<file path="src/rtl/core/kav_pkg.sv">
// Shared types, register indexes and the microprogram of the altitude/velocity filter.
`default_nettype none

package kav_pkg;

   // Default parameter values
   localparam int DATA_WIDTH_DEF = 32;
   localparam int FRAC_BITS_DEF  = 16;

   // Internal word width of state, covariance and scratch values
   localparam int WORD_W = 48;

   // Configuration register indexes
   localparam logic [2:0] CSR_TRANSITION_ROW0    = 3'd0;
   localparam logic [2:0] CSR_TRANSITION_ROW1    = 3'd1;
   localparam logic [2:0] CSR_CONTROL_GAIN       = 3'd2;
   localparam logic [2:0] CSR_PROCESS_NOISE_ROW0 = 3'd3;
   localparam logic [2:0] CSR_PROCESS_NOISE_ROW1 = 3'd4;
   localparam logic [2:0] CSR_OBSERVATION_ROW    = 3'd5;
   localparam logic [2:0] CSR_MEASUREMENT_NOISE  = 3'd6;

   // Operations of the shared unit and of the sequencer
   typedef enum logic [2:0] {
      OP_ADD,
      OP_SUB,
      OP_MUL,
      OP_DIV,
      OP_OUT,
      OP_CALL,
      OP_PRED
   } op_type;

   // Command from the sequencer to the arithmetic unit
   typedef struct packed {
      logic   start;
      op_type op;
   } alu_cmd_type;

   // Channel payloads
   typedef struct packed {
      logic signed [31:0] altitude_sample;
      logic signed [31:0] accel_sample;
   } req_type;

   typedef struct packed {
      logic signed [31:0] altitude_estimate;
      logic signed [31:0] velocity_estimate;
   } rsp_type;

   // Operand indexes: constants, configuration and samples
   localparam logic [5:0] R_ZERO = 6'd0;
   localparam logic [5:0] R_ONE  = 6'd1;
   localparam logic [5:0] R_GRAV = 6'd2;
   localparam logic [5:0] R_F00  = 6'd3;
   localparam logic [5:0] R_F01  = 6'd4;
   localparam logic [5:0] R_F10  = 6'd5;
   localparam logic [5:0] R_F11  = 6'd6;
   localparam logic [5:0] R_G0   = 6'd7;
   localparam logic [5:0] R_G1   = 6'd8;
   localparam logic [5:0] R_Q00  = 6'd9;
   localparam logic [5:0] R_Q01  = 6'd10;
   localparam logic [5:0] R_Q10  = 6'd11;
   localparam logic [5:0] R_Q11  = 6'd12;
   localparam logic [5:0] R_H0   = 6'd13;
   localparam logic [5:0] R_H1   = 6'd14;
   localparam logic [5:0] R_RN   = 6'd15;
   localparam logic [5:0] R_Z    = 6'd16;
   localparam logic [5:0] R_ACC  = 6'd17;

   // Scratch registers
   localparam logic [5:0] SCR_BASE = 6'd18;
   localparam int         SCR_NUM  = 26;
   localparam logic [5:0] R_X0   = 6'd18;
   localparam logic [5:0] R_X1   = 6'd19;
   localparam logic [5:0] R_P00  = 6'd20;
   localparam logic [5:0] R_P01  = 6'd21;
   localparam logic [5:0] R_P10  = 6'd22;
   localparam logic [5:0] R_P11  = 6'd23;
   localparam logic [5:0] R_U    = 6'd24;
   localparam logic [5:0] R_N0   = 6'd25;
   localparam logic [5:0] R_T0   = 6'd26;
   localparam logic [5:0] R_T1   = 6'd27;
   localparam logic [5:0] R_A00  = 6'd28;
   localparam logic [5:0] R_A01  = 6'd29;
   localparam logic [5:0] R_A10  = 6'd30;
   localparam logic [5:0] R_A11  = 6'd31;
   localparam logic [5:0] R_PH0  = 6'd32;
   localparam logic [5:0] R_PH1  = 6'd33;
   localparam logic [5:0] R_S    = 6'd34;
   localparam logic [5:0] R_K0   = 6'd35;
   localparam logic [5:0] R_K1   = 6'd36;
   localparam logic [5:0] R_INNOV = 6'd37;
   localparam logic [5:0] R_M00  = 6'd38;
   localparam logic [5:0] R_M01  = 6'd39;
   localparam logic [5:0] R_M10  = 6'd40;
   localparam logic [5:0] R_M11  = 6'd41;
   localparam logic [5:0] R_KR0  = 6'd42;
   localparam logic [5:0] R_KR1  = 6'd43;

   // One microinstruction
   typedef struct packed {
      op_type     op;
      logic [5:0] dst;
      logic [5:0] src_a;
      logic [5:0] src_b;
   } instr_type;

   // Entry points of the predict routine and of the update routine
   localparam logic [6:0] PRED_START = 7'd1;
   localparam logic [6:0] UPD_START  = 7'd41;

   function automatic instr_type mk(input op_type op, input logic [5:0] d,
                                    input logic [5:0] a, input logic [5:0] b);
      instr_type r;
      r.op    = op;
      r.dst   = d;
      r.src_a = a;
      r.src_b = b;
      return r;
   endfunction

   // Microprogram: initial control clear, predict routine, update routine
   function automatic instr_type prog(input logic [6:0] pc);
      instr_type p;
      case (pc)
         7'd0:   p = mk(OP_ADD, R_U, R_ZERO, R_ZERO);
         // Predict the state: x = F x + G u
         7'd1:   p = mk(OP_MUL, R_T0, R_F00, R_X0);
         7'd2:   p = mk(OP_MUL, R_T1, R_F01, R_X1);
         7'd3:   p = mk(OP_ADD, R_T0, R_T0, R_T1);
         7'd4:   p = mk(OP_MUL, R_T1, R_G0, R_U);
         7'd5:   p = mk(OP_ADD, R_N0, R_T0, R_T1);
         7'd6:   p = mk(OP_MUL, R_T0, R_F10, R_X0);
         7'd7:   p = mk(OP_MUL, R_T1, R_F11, R_X1);
         7'd8:   p = mk(OP_ADD, R_T0, R_T0, R_T1);
         7'd9:   p = mk(OP_MUL, R_T1, R_G1, R_U);
         7'd10:  p = mk(OP_ADD, R_X1, R_T0, R_T1);
         7'd11:  p = mk(OP_ADD, R_X0, R_N0, R_ZERO);
         // A = F P
         7'd12:  p = mk(OP_MUL, R_T0, R_F00, R_P00);
         7'd13:  p = mk(OP_MUL, R_T1, R_F01, R_P10);
         7'd14:  p = mk(OP_ADD, R_A00, R_T0, R_T1);
         7'd15:  p = mk(OP_MUL, R_T0, R_F00, R_P01);
         7'd16:  p = mk(OP_MUL, R_T1, R_F01, R_P11);
         7'd17:  p = mk(OP_ADD, R_A01, R_T0, R_T1);
         7'd18:  p = mk(OP_MUL, R_T0, R_F10, R_P00);
         7'd19:  p = mk(OP_MUL, R_T1, R_F11, R_P10);
         7'd20:  p = mk(OP_ADD, R_A10, R_T0, R_T1);
         7'd21:  p = mk(OP_MUL, R_T0, R_F10, R_P01);
         7'd22:  p = mk(OP_MUL, R_T1, R_F11, R_P11);
         7'd23:  p = mk(OP_ADD, R_A11, R_T0, R_T1);
         // P = A F^T + Q
         7'd24:  p = mk(OP_MUL, R_T0, R_A00, R_F00);
         7'd25:  p = mk(OP_MUL, R_T1, R_A01, R_F01);
         7'd26:  p = mk(OP_ADD, R_T0, R_T0, R_T1);
         7'd27:  p = mk(OP_ADD, R_P00, R_T0, R_Q00);
         7'd28:  p = mk(OP_MUL, R_T0, R_A00, R_F10);
         7'd29:  p = mk(OP_MUL, R_T1, R_A01, R_F11);
         7'd30:  p = mk(OP_ADD, R_T0, R_T0, R_T1);
         7'd31:  p = mk(OP_ADD, R_P01, R_T0, R_Q01);
         7'd32:  p = mk(OP_MUL, R_T0, R_A10, R_F00);
         7'd33:  p = mk(OP_MUL, R_T1, R_A11, R_F01);
         7'd34:  p = mk(OP_ADD, R_T0, R_T0, R_T1);
         7'd35:  p = mk(OP_ADD, R_P10, R_T0, R_Q10);
         7'd36:  p = mk(OP_MUL, R_T0, R_A10, R_F10);
         7'd37:  p = mk(OP_MUL, R_T1, R_A11, R_F11);
         7'd38:  p = mk(OP_ADD, R_T0, R_T0, R_T1);
         7'd39:  p = mk(OP_ADD, R_P11, R_T0, R_Q11);
         7'd40:  p = mk(OP_PRED, R_ZERO, R_ZERO, R_ZERO);
         // P H^T
         7'd41:  p = mk(OP_MUL, R_T0, R_P00, R_H0);
         7'd42:  p = mk(OP_MUL, R_T1, R_P01, R_H1);
         7'd43:  p = mk(OP_ADD, R_PH0, R_T0, R_T1);
         7'd44:  p = mk(OP_MUL, R_T0, R_P10, R_H0);
         7'd45:  p = mk(OP_MUL, R_T1, R_P11, R_H1);
         7'd46:  p = mk(OP_ADD, R_PH1, R_T0, R_T1);
         // Innovation variance and gain
         7'd47:  p = mk(OP_MUL, R_T0, R_H0, R_PH0);
         7'd48:  p = mk(OP_MUL, R_T1, R_H1, R_PH1);
         7'd49:  p = mk(OP_ADD, R_T0, R_T0, R_T1);
         7'd50:  p = mk(OP_ADD, R_S, R_T0, R_RN);
         7'd51:  p = mk(OP_DIV, R_K0, R_PH0, R_S);
         7'd52:  p = mk(OP_DIV, R_K1, R_PH1, R_S);
         // Innovation and state correction
         7'd53:  p = mk(OP_MUL, R_T0, R_H0, R_X0);
         7'd54:  p = mk(OP_MUL, R_T1, R_H1, R_X1);
         7'd55:  p = mk(OP_ADD, R_T0, R_T0, R_T1);
         7'd56:  p = mk(OP_SUB, R_INNOV, R_Z, R_T0);
         7'd57:  p = mk(OP_MUL, R_T0, R_K0, R_INNOV);
         7'd58:  p = mk(OP_ADD, R_X0, R_X0, R_T0);
         7'd59:  p = mk(OP_MUL, R_T0, R_K1, R_INNOV);
         7'd60:  p = mk(OP_ADD, R_X1, R_X1, R_T0);
         // M = I - K H
         7'd61:  p = mk(OP_MUL, R_T0, R_K0, R_H0);
         7'd62:  p = mk(OP_SUB, R_M00, R_ONE, R_T0);
         7'd63:  p = mk(OP_MUL, R_T0, R_K0, R_H1);
         7'd64:  p = mk(OP_SUB, R_M01, R_ZERO, R_T0);
         7'd65:  p = mk(OP_MUL, R_T0, R_K1, R_H0);
         7'd66:  p = mk(OP_SUB, R_M10, R_ZERO, R_T0);
         7'd67:  p = mk(OP_MUL, R_T0, R_K1, R_H1);
         7'd68:  p = mk(OP_SUB, R_M11, R_ONE, R_T0);
         7'd69:  p = mk(OP_MUL, R_KR0, R_K0, R_RN);
         7'd70:  p = mk(OP_MUL, R_KR1, R_K1, R_RN);
         // B = M P, kept in the A registers
         7'd71:  p = mk(OP_MUL, R_T0, R_M00, R_P00);
         7'd72:  p = mk(OP_MUL, R_T1, R_M01, R_P10);
         7'd73:  p = mk(OP_ADD, R_A00, R_T0, R_T1);
         7'd74:  p = mk(OP_MUL, R_T0, R_M00, R_P01);
         7'd75:  p = mk(OP_MUL, R_T1, R_M01, R_P11);
         7'd76:  p = mk(OP_ADD, R_A01, R_T0, R_T1);
         7'd77:  p = mk(OP_MUL, R_T0, R_M10, R_P00);
         7'd78:  p = mk(OP_MUL, R_T1, R_M11, R_P10);
         7'd79:  p = mk(OP_ADD, R_A10, R_T0, R_T1);
         7'd80:  p = mk(OP_MUL, R_T0, R_M10, R_P01);
         7'd81:  p = mk(OP_MUL, R_T1, R_M11, R_P11);
         7'd82:  p = mk(OP_ADD, R_A11, R_T0, R_T1);
         // P = B M^T + K R K^T
         7'd83:  p = mk(OP_MUL, R_T0, R_A00, R_M00);
         7'd84:  p = mk(OP_MUL, R_T1, R_A01, R_M01);
         7'd85:  p = mk(OP_ADD, R_T0, R_T0, R_T1);
         7'd86:  p = mk(OP_MUL, R_T1, R_KR0, R_K0);
         7'd87:  p = mk(OP_ADD, R_P00, R_T0, R_T1);
         7'd88:  p = mk(OP_MUL, R_T0, R_A00, R_M10);
         7'd89:  p = mk(OP_MUL, R_T1, R_A01, R_M11);
         7'd90:  p = mk(OP_ADD, R_T0, R_T0, R_T1);
         7'd91:  p = mk(OP_MUL, R_T1, R_KR0, R_K1);
         7'd92:  p = mk(OP_ADD, R_P01, R_T0, R_T1);
         7'd93:  p = mk(OP_MUL, R_T0, R_A10, R_M00);
         7'd94:  p = mk(OP_MUL, R_T1, R_A11, R_M01);
         7'd95:  p = mk(OP_ADD, R_T0, R_T0, R_T1);
         7'd96:  p = mk(OP_MUL, R_T1, R_KR1, R_K0);
         7'd97:  p = mk(OP_ADD, R_P10, R_T0, R_T1);
         7'd98:  p = mk(OP_MUL, R_T0, R_A10, R_M10);
         7'd99:  p = mk(OP_MUL, R_T1, R_A11, R_M11);
         7'd100: p = mk(OP_ADD, R_T0, R_T0, R_T1);
         7'd101: p = mk(OP_MUL, R_T1, R_KR1, R_K1);
         7'd102: p = mk(OP_ADD, R_P11, R_T0, R_T1);
         // Emit the result, then predict with u = a - g
         7'd103: p = mk(OP_OUT, R_ZERO, R_X0, R_X1);
         7'd104: p = mk(OP_SUB, R_U, R_ACC, R_GRAV);
         7'd105: p = mk(OP_CALL, R_ZERO, R_ZERO, R_ZERO);
         default: p = mk(OP_PRED, R_ZERO, R_ZERO, R_ZERO);
      endcase
      return p;
   endfunction

endpackage

`default_nettype wire

</file>
<file path="src/rtl/core/kav_alu.sv">
// Shared multi-cycle arithmetic unit: saturating add/subtract, fixed-point multiply and divide.
`default_nettype none

module kav_alu #(
   parameter int FRAC_BITS = kav_pkg::FRAC_BITS_DEF
) (
   input  wire                      clock,
   input  wire                      reset,
   input  wire kav_pkg::alu_cmd_type cmd,
   input  wire logic signed [47:0]  opa,
   input  wire logic signed [47:0]  opb,
   output logic                     done,
   output logic signed [47:0]       y
);

   localparam int DivBits = 48 + FRAC_BITS;
   localparam int CntW    = $clog2(DivBits + 1);
   localparam logic [47:0] PosLim = {1'b0, {47{1'b1}}};
   localparam logic [47:0] NegLim = {1'b1, {47{1'b0}}};

   typedef enum logic [2:0] {
      A_IDLE,
      A_MUL,
      A_MFIN,
      A_DIV,
      A_DFIN
   } alu_state_type;

   alu_state_type        state_ff;
   logic                 done_ff;
   logic signed [47:0]   y_ff;
   logic                 neg_ff;
   logic [47:0]          ua_ff;
   logic [47:0]          ub_ff;
   logic [95:0]          acc_ff;
   logic [CntW-1:0]      cnt_ff;
   logic [48:0]          rem_ff;
   logic [DivBits-1:0]   quo_ff;
   logic [DivBits-1:0]   dvd_ff;

   // Saturate a 49-bit sum to 48 bits
   function automatic logic signed [47:0] sat49(input logic [48:0] v);
      logic signed [47:0] r;
      if (v[48] != v[47]) begin
         r = v[48] ? NegLim : PosLim;
      end else begin
         r = v[47:0];
      end
      return r;
   endfunction

   function automatic logic [47:0] mag(input logic signed [47:0] v);
      return v[47] ? 48'(-v) : 48'(v);
   endfunction

   // Add and subtract results
   logic [48:0] sum49;
   logic [48:0] dif49;
   assign sum49 = {opa[47], opa} + {opb[47], opb};
   assign dif49 = {opa[47], opa} - {opb[47], opb};

   // One 24x24 partial product per cycle
   logic [23:0] a_half;
   logic [23:0] b_half;
   logic [47:0] pp;
   logic [95:0] pp_sh;
   assign a_half = cnt_ff[1] ? ua_ff[47:24] : ua_ff[23:0];
   assign b_half = cnt_ff[0] ? ub_ff[47:24] : ub_ff[23:0];
   assign pp     = a_half * b_half;

   always_comb begin
      case (cnt_ff[1:0])
         2'd0:    pp_sh = 96'(pp);
         2'd1:    pp_sh = 96'(pp) << 24;
         2'd2:    pp_sh = 96'(pp) << 24;
         default: pp_sh = 96'(pp) << 48;
      endcase
   end

   // Multiply rounding and saturation
   logic [47:0] lim;
   logic [95:0] rnd;
   logic [95:0] mq;
   logic [47:0] mq_sat;
   logic [48:0] mul_y;
   assign lim    = neg_ff ? NegLim : PosLim;
   assign rnd    = acc_ff + (96'(1) << (FRAC_BITS - 1));
   assign mq     = rnd >> FRAC_BITS;
   assign mq_sat = (mq > 96'(lim)) ? lim : mq[47:0];
   assign mul_y  = neg_ff ? -{1'b0, mq_sat} : {1'b0, mq_sat};

   // Restoring division step
   logic [48:0] r_sh;
   logic        r_ge;
   assign r_sh = {rem_ff[47:0], dvd_ff[DivBits-1]};
   assign r_ge = (r_sh >= {1'b0, ub_ff});

   logic [47:0] dq_sat;
   logic [48:0] div_y;
   assign dq_sat = (quo_ff > DivBits'(lim)) ? lim : quo_ff[47:0];
   assign div_y  = neg_ff ? -{1'b0, dq_sat} : {1'b0, dq_sat};

   // Sequencing of the unit
   always_ff @(posedge clock) begin
      if (reset) begin
         state_ff <= A_IDLE;
         done_ff  <= 1'b0;
      end else begin
         done_ff <= 1'b0;
         case (state_ff)
            A_IDLE: begin
               if (cmd.start) begin
                  neg_ff <= opa[47] ^ opb[47];
                  ua_ff  <= mag(opa);
                  ub_ff  <= mag(opb);
                  cnt_ff <= '0;
                  case (cmd.op)
                     kav_pkg::OP_ADD: begin
                        y_ff    <= sat49(sum49);
                        done_ff <= 1'b1;
                     end
                     kav_pkg::OP_SUB: begin
                        y_ff    <= sat49(dif49);
                        done_ff <= 1'b1;
                     end
                     kav_pkg::OP_MUL: begin
                        acc_ff   <= '0;
                        state_ff <= A_MUL;
                     end
                     kav_pkg::OP_DIV: begin
                        if (opb == '0) begin
                           y_ff    <= '0;
                           done_ff <= 1'b1;
                        end else begin
                           rem_ff   <= '0;
                           quo_ff   <= '0;
                           dvd_ff   <= DivBits'(mag(opa)) << FRAC_BITS;
                           state_ff <= A_DIV;
                        end
                     end
                     default: begin
                        y_ff    <= '0;
                        done_ff <= 1'b1;
                     end
                  endcase
               end
            end
            A_MUL: begin
               acc_ff <= acc_ff + pp_sh;
               cnt_ff <= cnt_ff + 1'b1;
               if (cnt_ff == CntW'(3)) begin
                  state_ff <= A_MFIN;
               end
            end
            A_MFIN: begin
               y_ff     <= mul_y[47:0];
               done_ff  <= 1'b1;
               state_ff <= A_IDLE;
            end
            A_DIV: begin
               rem_ff <= r_ge ? (r_sh - {1'b0, ub_ff}) : r_sh;
               quo_ff <= {quo_ff[DivBits-2:0], r_ge};
               dvd_ff <= dvd_ff << 1;
               cnt_ff <= cnt_ff + 1'b1;
               if (cnt_ff == CntW'(DivBits - 1)) begin
                  state_ff <= A_DFIN;
               end
            end
            A_DFIN: begin
               y_ff     <= div_y[47:0];
               done_ff  <= 1'b1;
               state_ff <= A_IDLE;
            end
            default: state_ff <= A_IDLE;
         endcase
      end
   end

   assign done = done_ff;
   assign y    = y_ff;

endmodule

`default_nettype wire

</file>
<file path="config.mk">
export PLATFORM = sky130hd
export DESIGN_NAME = kav_alu
export DESIGN_NICKNAME = d
export VERILOG_FILES = /design/src/rtl/core/kav_pkg.sv /design/src/rtl/core/kav_alu.sv
export SDC_FILE = /design/constraint.sdc
export NUM_CORES = 2
export LEC_CHECK = 0
export BUFFER_PORTS_ARGS = -buffer_cell sky130_fd_sc_hd__buf_2
export CORE_AREA = 2 2 314 549
export DETAILED_ROUTE_END_ITERATION = 10
export DIE_AREA = 0 0 316 551
export SLEW_MARGIN = 20
export SYNTH_ARGS = -nofsm -noshare
export SYNTH_HDL_FRONTEND = slang
export SYNTH_SLANG_ARGS = --single-unit
export TNS_END_PERCENT = 5
</file>
<file path="constraint.sdc">
create_clock -name clock -period 36.5 [get_ports clock]
set_clock_uncertainty 0.2 [all_clocks]
set_input_delay 0 -clock clock [delete_from_list [all_inputs] [get_ports clock]]
set_output_delay 0 -clock clock [all_outputs]
set_load 0.1 [all_outputs]
</file>
==> flow_metrics.env <==
export IMPL_tightest_slew_ns=1.108
export IMPL_nFillCells=17090
export IMPL_synth_top_area_share_pct=20.72
export IMPL_fin_crit_ns=12.94
export IMPL_nets=8361
export IMPL_core_mm2=0.1694
export IMPL_fin_hold_ws_ns=0.04369
export IMPL_die_h_um=551
export IMPL_synth_area_leaders="edfxtp_1, fa_1, ha_1, nor2_1, inv_1"
export IMPL_yosys_area_share_simple_pct=19.69
export IMPL_ys_types=101
export IMPL_drtIter0Drc=4359
export IMPL_post_route_util_pct=38.91
export IMPL_tns_ns=0
export IMPL_synth_top_family_by_area="adder cells"
export IMPL_critical_path_slowest_cell="mux2i_2"
export IMPL_cts_buffer_depth=3
export IMPL_area_growth_pct=11.45
export IMPL_start_util_pct=34.91
export IMPL_grt_pass1_wl_um=358200
export IMPL_multi_input_area_mm2=0.04272
export IMPL_cts_sinks=412
export IMPL_htreeDepth=2
export IMPL_status="complete, no violations"
export IMPL_arrival_ns=13.14
export IMPL_synthCells=7084
export IMPL_vias=55230
export IMPL_drtAntennaViolNets=0
export IMPL_via_per_inst=5.803
export IMPL_cp_end_kind="register"
export IMPL_drive_gt1_share_pct=6.418
export IMPL_setup_worst_path_start_class="register"
export IMPL_drt_total_wl_um=245200
export IMPL_required_ns=36.71
export IMPL_synth_area_per_cell_um2=8.348
export IMPL_setup_violations=0
export IMPL_dieArea_mm2=0.1741
export IMPL_slew_violations=0
export IMPL_syn_area_mm2=0.05914
export IMPL_critPathMaxFanout=51
export IMPL_ys_flop_type="edfxtp_1"
export IMPL_critPathMostFrequentCell="fa_1"
export IMPL_path_class="reg2reg"
export IMPL_cts_buffers=45
export IMPL_wire_per_inst_um=25.76
export IMPL_synth_edf_count=408
export IMPL_hold_viol_final=0
export IMPL_grt_max_degree=161
export IMPL_grt_pass1_vias=55990
export IMPL_final_period_utilization_pct=35.44
export IMPL_root_buffer="clkbuf_16"
export IMPL_drc=0
export IMPL_ys_seq_area_share_pct=20.85
export IMPL_synthArstFlopShare_pct=0
export IMPL_ys_seq_elements=412
export IMPL_synth_compound_area_share_pct=16.81
export IMPL_dp_hpwl_um=192700
export IMPL_relSlewSlack_pct=25.61
export IMPL_gr_total_overflow=0
export IMPL_std_cell_rows=200
export IMPL_maxCapViolations=0
export IMPL_synth_area_leader_cell="edfxtp_1"
export IMPL_yosysWarnings=0
export IMPL_hp_class="in2reg"
export IMPL_routabilityCongestion=1.042
export IMPL_synthAdderAreaFrac_pct=27.37
export IMPL_cpPeakStageDelay_ns=0.89
export IMPL_synth_xor_area_share_pct=5.879
export IMPL_fmax_ghz=0.07731
export IMPL_numPortBuffers=150
export IMPL_seqCellArea_mm2=0.01233
export IMPL_rsz0062_at_grt="no"
export IMPL_antenna_found_initial=11
export IMPL_path_clk_slew_ns=0.07
export IMPL_clock_latency_ns=0.68
export IMPL_cts_tree="done"
export IMPL_regToRegSetupSlack_ns=23.56
export IMPL_dr_pass1_iters=6
export IMPL_grt_usage_pct=27.76
export IMPL_syn_nets=8188
export IMPL_die_width_um=316
export IMPL_pin_count=151
export IMPL_synth_mux_area_share_pct=2.082
export IMPL_cts_resized_gates=0
[per-stage QoR]
stage	cell area [um2]	instances	worst slack, ns
floorplan	59140	7084	23.28
global placement	62460	9246	23.82
detailed placement	62460	9246	23.82
CTS	65890	9514	23.78
global route	65910	9516	22.89
finish	65910	9518	23.56
[worst max-delay path, delay by kind of cell (launching register included)]
family	cells	cell delay, ns
flip-flops	1	0.33
buffers and inverters	5	0.81
multiplexers	1	0.89
AO/OA/AOI/OAI	13	4.27
AND/OR/NAND/NOR	11	1.64
adder cells (fa/ha/maj)	9	4.47
[synth_stat cells (all sizes together), types with 15 or more instances]
| cell | n |
|---|---|
| nor2 | 844 |
| inv | 824 |
| nand2 | 631 |
| ha | 516 |
| fa | 486 |
| a21oi | 427 |
| edfxtp | 408 |
| o21ai | 404 |
| xnor2 | 275 |
| clkbuf | 268 |
| nand3 | 162 |
| a21o | 157 |
| nor3 | 138 |
| xor2 | 122 |
| and3 | 118 |
| nand4 | 112 |
| mux2i | 87 |
| and2 | 73 |
| nor4 | 71 |
| o21bai | 69 |
| or3 | 62 |
| o21a | 58 |
| nand2b | 52 |
| a211oi | 50 |
| nor2b | 49 |
| o31ai | 49 |
| a31oi | 47 |
| o211ai | 45 |
| buf | 44 |
| or4 | 40 |
| mux2 | 32 |
| a21boi | 28 |
| or2 | 28 |
| o22ai | 27 |
| and4 | 26 |
| a211o | 21 |
| a22o | 21 |
| o41ai | 21 |
| nor3b | 15 |
[kinds of logic (layout without fill, tap and decap cells)]
logic type,count (synthesis),in the layout
DFF,412,412
adders and majority gates,1002,1002
buffers and inverters,1137,1345
muxes,119,119
and+or+nand+nor,2449,2449
xor gates and xnor gates,397,397
AOI/OAI and AO/OA,1568,1568
other,0,4
[registers in the layout, indices dropped and copies added, names as in the netlist]
register	flops
rem_ff	48
quo_ff	64
state_ff	3
dvd_ff	48
y	48
ua_ff	48
done	1
neg_ff	1
acc_ff	96
cnt_ff	7
ub_ff	48
[layer usage]
metal | part of all wire (%) | global-route usage (%) | wire (um)
met1 | 35 | 29.47 | 84780
met2 | 49 | 47.71 | 119200
met3 | 5.9 | 3.757 | 14480
met4 | 11 | 25.10 | 26690
met5 | 0.028 | 0 | 69
[area by class of cell]
type                    instances  share of cell area [%]
diodes                          4                 0.01519
clock buffers                  51                   1.743
clock inverters                31                  0.6340
inverters                     825                   4.698
multi-input cells            5535                   64.82
flip-flops and latches        412                   18.71
well taps                    2222                   4.218
repair buffers                438                   5.163
[worst paths after layout]
kind                                   end  cells past startpoint  startpoint
worst min-delay path              ua_ff[0]                      2      opa[0]
worst max register to register  acc_ff[90]                     39   cnt_ff[1]
worst max-delay path            acc_ff[90]                     39   cnt_ff[1]
worst min register to register  dvd_ff[40]                      2  dvd_ff[39]
[layout by cell type, fill, tap and decap left out, types with 58 or more instances in the layout]
cell,instances
nor2_1,839
inv_1,823
nand2_1,629
ha_1,516
fa_1,486
a21oi_1,427
edfxtp_1,408
o21ai_0,371
xnor2_1,274
dlygate4sd3_1,186
nand3_1,159
a21o_1,157
buf_2,150
nor3_1,134
xor2_1,121
and3_1,117
nand4_1,108
buf_4,100
mux2i_1,78
and2_1,70
o21bai_1,69
nor4_1,62
or3_1,62
o21a_1,58
[timing repair]
action                    4_1_cts  5_1_grt
hold buffers                  186        0
setup buffers                   0        0
hold endpoints to repair      208        0
Power is not shown: default switching activity piles up to over one toggle a cycle in this logic, so the estimate is an artifact.
